==> src/design/sstv_pkg.sv <==
package sstv_pkg;

  // Default sizes of the storage and phase datapath.
  localparam int unsigned LinePixelsDef  = 1024;
  localparam int unsigned SineEntriesDef = 1024;
  localparam int unsigned PhaseBitsDef   = 32;

  // Field widths.
  localparam int unsigned OpW      = 2;
  localparam int unsigned PixIdxW  = 10;
  localparam int unsigned PixValW  = 8;
  localparam int unsigned Freq16W  = 16;
  localparam int unsigned TimeW    = 32;
  localparam int unsigned LineWidW = 11;
  localparam int unsigned RateW    = 18;
  localparam int unsigned AmpW     = 15;
  localparam int unsigned CapW     = 25;
  localparam int unsigned CntW     = 25;
  localparam int unsigned SampleW  = 16;
  localparam int unsigned StatusW  = 2;
  localparam int unsigned CfgIdxW  = 3;
  localparam int unsigned CfgDataW = 25;
  localparam int unsigned MagW     = 15;

  // Microseconds per second and the width of that constant.
  localparam int unsigned UsPerSW = 20;
  localparam logic [UsPerSW-1:0] UsPerS = 20'd1000000;

  // Register reset values.
  localparam logic [RateW-1:0] RateRst  = 18'd44100;
  localparam logic [AmpW-1:0]  AmpRst   = 15'd32767;
  localparam logic [15:0]      BlackRst = 16'd24000;
  localparam logic [15:0]      StepRst  = 16'd12850;
  localparam logic [CapW-1:0]  CapRst   = 25'd16777216;

  typedef enum logic [OpW-1:0] {
    OP_LOAD    = 2'd0,
    OP_TONE    = 2'd1,
    OP_SCAN    = 2'd2,
    OP_RESTART = 2'd3
  } opcode_e;

  typedef enum logic [StatusW-1:0] {
    ST_SAMPLE = 2'd0,
    ST_DONE   = 2'd1,
    ST_FULL   = 2'd2
  } status_e;

  typedef enum logic [CfgIdxW-1:0] {
    CFG_RATE  = 3'd0,
    CFG_AMP   = 3'd1,
    CFG_BLACK = 3'd2,
    CFG_STEP  = 3'd3,
    CFG_CAP   = 3'd4
  } cfg_reg_e;

  // Datapath operations issued by the controller, one per cycle.
  typedef enum logic [3:0] {
    CMD_NONE,
    CMD_LATCH,
    CMD_LOAD,
    CMD_RESTART,
    CMD_MUL_A,
    CMD_MUL_B,
    CMD_CHECK,
    CMD_NW,
    CMD_PDIV_LD,
    CMD_SDIV_LD,
    CMD_DIV_STEP,
    CMD_PIX,
    CMD_READ,
    CMD_FREQ,
    CMD_EMIT
  } dp_cmd_e;

  typedef enum logic [3:0] {
    S_IDLE,
    S_DECODE,
    S_MUL_A,
    S_MUL_B,
    S_CHECK,
    S_NW,
    S_PDIV_LD,
    S_PDIV,
    S_PIX,
    S_READ,
    S_FREQ,
    S_SDIV_LD,
    S_SDIV,
    S_EMIT
  } ctrl_state_e;

  // Status from the datapath back to the controller.
  typedef struct packed {
    opcode_e op;
    logic    stop;
    logic    div_done;
    logic    out_busy;
  } dp_status_t;

  // Quarter-wave sine magnitude in Q15 for table entry num of 2^qlog entries.
  // Only evaluated at elaboration to build the constant table.
  function automatic logic [MagW-1:0] sine_mag(input int unsigned num,
                                               input int unsigned qlog);
    logic [63:0] u;
    logic [63:0] u2;
    logic [63:0] t;
    logic [63:0] m;
    u  = (64'(num) << 30) >> qlog;
    u2 = (u * u) >> 30;
    t  = 64'd5026994 - ((u2 * 64'd172273) >> 30);
    t  = 64'd85569306 - ((u2 * t) >> 30);
    t  = 64'd693598668 - ((u2 * t) >> 30);
    t  = 64'd1686629713 - ((u2 * t) >> 30);
    m  = (((u * t) >> 30) + 64'd16384) >> 15;
    if (m > 64'd32767) begin
      m = 64'd32767;
    end
    return MagW'(m);
  endfunction

endpackage

==> src/design/sstv_ctrl.sv <==
module sstv_ctrl
  import sstv_pkg::*;
(
  input  logic       clk_i,
  input  logic       rst_ni,
  input  logic       in_valid_i,
  output logic       in_stall_o,
  input  dp_status_t status_i,
  output dp_cmd_e    cmd_o
);

  ctrl_state_e state_q, state_d;

  // State register.
  always_ff @(posedge clk_i or negedge rst_ni) begin
    if (!rst_ni) begin
      state_q <= S_IDLE;
    end else begin
      state_q <= state_d;
    end
  end

  // Next state and datapath command.
  always_comb begin
    state_d    = state_q;
    cmd_o      = CMD_NONE;
    in_stall_o = 1'b1;
    unique case (state_q)
      S_IDLE: begin
        in_stall_o = 1'b0;
        if (in_valid_i) begin
          cmd_o   = CMD_LATCH;
          state_d = S_DECODE;
        end
      end
      S_DECODE: begin
        unique case (status_i.op)
          OP_LOAD: begin
            cmd_o   = CMD_LOAD;
            state_d = S_IDLE;
          end
          OP_RESTART: begin
            cmd_o   = CMD_RESTART;
            state_d = S_IDLE;
          end
          default: begin
            cmd_o   = CMD_MUL_A;
            state_d = S_MUL_B;
          end
        endcase
      end
      S_MUL_A: begin
        cmd_o   = CMD_MUL_A;
        state_d = S_MUL_B;
      end
      S_MUL_B: begin
        cmd_o   = CMD_MUL_B;
        state_d = S_CHECK;
      end
      S_CHECK: begin
        cmd_o = CMD_CHECK;
        priority if (status_i.stop) begin
          state_d = S_EMIT;
        end else if (status_i.op == OP_TONE) begin
          state_d = S_SDIV_LD;
        end else begin
          state_d = S_NW;
        end
      end
      S_NW: begin
        cmd_o   = CMD_NW;
        state_d = S_PDIV_LD;
      end
      S_PDIV_LD: begin
        cmd_o   = CMD_PDIV_LD;
        state_d = S_PDIV;
      end
      S_PDIV: begin
        if (status_i.div_done) begin
          state_d = S_PIX;
        end else begin
          cmd_o = CMD_DIV_STEP;
        end
      end
      S_PIX: begin
        cmd_o   = CMD_PIX;
        state_d = S_READ;
      end
      S_READ: begin
        cmd_o   = CMD_READ;
        state_d = S_FREQ;
      end
      S_FREQ: begin
        cmd_o   = CMD_FREQ;
        state_d = S_SDIV_LD;
      end
      S_SDIV_LD: begin
        cmd_o   = CMD_SDIV_LD;
        state_d = S_SDIV;
      end
      S_SDIV: begin
        if (status_i.div_done) begin
          state_d = S_EMIT;
        end else begin
          cmd_o = CMD_DIV_STEP;
        end
      end
      S_EMIT: begin
        // Hold until the output register is free or being emptied.
        if (!status_i.out_busy) begin
          cmd_o   = CMD_EMIT;
          state_d = S_IDLE;
        end
      end
      default: begin
        state_d = S_IDLE;
      end
    endcase
  end

endmodule

==> config.mk <==
export PLATFORM = sky130hd
export DESIGN_NAME = sstv_ctrl
export DESIGN_NICKNAME = d
export VERILOG_FILES = /design/src/design/sstv_pkg.sv /design/src/design/sstv_ctrl.sv
export SDC_FILE = /design/constraint.sdc
export NUM_CORES = 1
export LEC_CHECK = 0
export BUFFER_PORTS_ARGS = -buffer_cell sky130_fd_sc_hd__buf_2
export CAP_MARGIN = 20
export CORE_AREA = 2 2 39 41
export DETAILED_ROUTE_END_ITERATION = 10
export DIE_AREA = 0 0 41 43
export GPL_ROUTABILITY_DRIVEN = 1
export PLACE_DENSITY = 0.71
export REMOVE_ABC_BUFFERS = 1
export SYNTH_ARGS = -nofsm -noshare
export SYNTH_HDL_FRONTEND = slang
export SYNTH_SLANG_ARGS = --single-unit
==> constraint.sdc <==
create_clock -name clk_i -period 1.7 [get_ports clk_i]
set_input_delay 0.085 -clock clk_i [delete_from_list [all_inputs] [get_ports clk_i]]
set_output_delay 0.085 -clock clk_i [all_outputs]
set_load 0.01 [all_outputs]
==> out/metrics.cfg <==
[detailed_routing]
drc = 0
drt-pass1-iter-count = 4
drt_first_iter_violations = 25
wl_per_cell_um = 13.2
num_vias = 601
ant_nets = 0
viasPerCell = 5.67
wirelength_um = 1400

[worst_setup_path]
startpoint_type = flip-flop
r2r_slack_ns = 0.03
r2r_end = state_q[3]
r2r_start = state_q[3]
worstSetupPathType = reg -> reg
cp_max_fo = 11
critPathArrivalTime_ns = 1.77
required_ns = 1.81
worstRegToRegCells = 5
end_kind = flip-flop

[global_route]
grt_max_degree = 15
grtUsageTotal = 0.157
antenna_found_initial = 0
grt_pass1_wl_um = 1960
grt_pass1_vias = 523
overflow = 0

[final_layout]
multi_input_area_um2 = 379
drive_gt1_frac = 0.411
top_regs = state_q: 4 flops
largest_register_ffs = 4
final_common_cell = buf_2
regMostFlops = state_q
n_antenna_cell = 0
area_growth_pct = 39.6
stdcell_count = 106
design.final.nets = 102
final_cell_mix = buf_2 (12), a21oi_1 (10), buf_4 (10)
nFillCells = 139
ff_latch_area_um2 = 103

[place]
dp_cells = 96
place.gp.congestion = 0.891
place_ws_ns = 0.0947
portBuffers = 12
hpwl_um = 979

[timing]
tightest_slew_ns = 0.270
hold_viol_final = 0
finalSetupViolCount = 0
fin_crit_ns = 1.67
relSlewSlack = 0.818
post-route-period-util = 0.980
setup_slack_ns = 0.0339
clock.fmax_ghz = 0.600
rsz0062_at_grt = yes
setup_tns_ns = 0
slew_viol_final = 0
fin_skew_ns = 0.000701

[floorplanning]
placeableCoreArea_um2 = 1380
die_h_um = 43
num_rows = 14
initial_core_util = 0.368
ios = 13
dieArea_um2 = 1760
die_x_um = 41

[yosys]
synth.cell_area_um2 = 509
ys.flop_type = dfrtp_1
ys_async_sr_fraction = 1.00
synth_edf_count = 0
synth_area_per_cell_um2 = 7.49
synth-seq-cells = 4
ys_seq_area_frac = 0.197
synth_warnings = 0
synth.distinct_cells = 36
syn-instance-count = 68

[clock_tree]
cts.sinks = 4
htreeDepth = 1
cts_buffers = 3
cts_buffer_depth = 2
root_buffer = clkbuf_4
insertion_delay_ns = 0.23
cts.clk_slew.worst_paths_ns = 0.04
cts_tree = yes

[pwr]
powerDensity_nw_per_um2 = 2100
ir_drop_v = 0.000786
leakage_uw = 0.000315

[flow_run]
maxCapViolations = 0

[worst_hold_path]
hp-class = in -> async

[status]
outcome = complete, no violations

-- through the flow --
stage / hold slack, ns / instance area, µm² / util / power, µW
CTS: 0.186 / 644 / 0.466 / 1320
global placement: -0.109 / 603 / 0.436 / 1160
finish: 0.196 / 711 / 0.514 / 1500
floorplan: -0.211 / 478 / - / 842
detailed placement: -0.110 / 603 / 0.436 / 1180
global route: 0.198 / 711 / 0.514 / 1620
-- synth_stat cells, types with 2 or more instances --
library cell / instances / area share
o21a_1: 2 / 0.029
ha_1: 2 / 0.049
nor2_1: 3 / 0.022
o21ai_0: 4 / 0.039
nor3b_1: 2 / 0.029
nand2b_1: 4 / 0.049
dfrtp_1: 4 / 0.20
inv_1: 4 / 0.029
clkbuf_1: 3 / 0.022
nor3_1: 2 / 0.020
nand2_1: 3 / 0.022
nor2b_1: 2 / 0.025
a21oi_1: 10 / 0.098
-- cell families (layout without fill, tap and decap cells) --
logic type | after synthesis | in the layout | synth area share
flops | 4 | 4 | 0.197
mux | 2 | 2 | 0.0491
fa+ha+maj | 2 | 2 | 0.0491
simple gates | 22 | 22 | 0.246
buf+inv | 10 | 32 | 0.0909
compound gates | 28 | 28 | 0.369
-- worst max-delay path by stage --
stage	startpoint	end	depth (start not counted)
3_3_place_gp	state_q[0]	state_q[3]	4
3_5_place_dp	state_q[0]	state_q[3]	4
2_1_floorplan	state_q[3]	state_q[3]	4
6_report	state_q[3]	state_q[3]	5
4_1_cts	state_q[3]	cmd_o[2]	5
5_1_grt	state_q[0]	cmd_o[2]	6
-- layout make-up --
type,count,share of cell area
multi-input cells,54,0.533
repair buffers,25,0.236
flip-flops and latches,4,0.144
clock buffers,3,0.0317
well taps,16,0.0282
inverters,4,0.0264
-- report_power, final --
| group | switching, µW | total (µW) | internal [µW] |
|---|---|---|---|
| clock | 32.8 | 111 | 78.6 |
| sequential | 109 | 262 | 153 |
| combinational | 553 | 1120 | 570 |
| total | 695 | 1500 | 801 |
-- layer usage --
layer,vias to the layer above,GRT usage,routed length (µm)
li1,297,-,-
met2,24,0.263,705
met1,278,0.184,620
met5,-,0,0
met4,0,0.0600,16
met3,2,0.0314,61
-- worst max-delay path: stages (launching register included) --
cell	delay (ns)
dfrtp_2	0.47
buf_4	0.16
and3b_1	0.20
a21oi_1	0.04
o32a_2	0.37
mux2_4	0.30
-- timing repair --
item,4_1_cts,5_1_grt
resized for setup,3,5
hold endpoints to repair,4,0
hold buffers,1,0
setup buffers,0,6
setup endpoints to repair,1,2
Power figures use the tool's default switching activity.
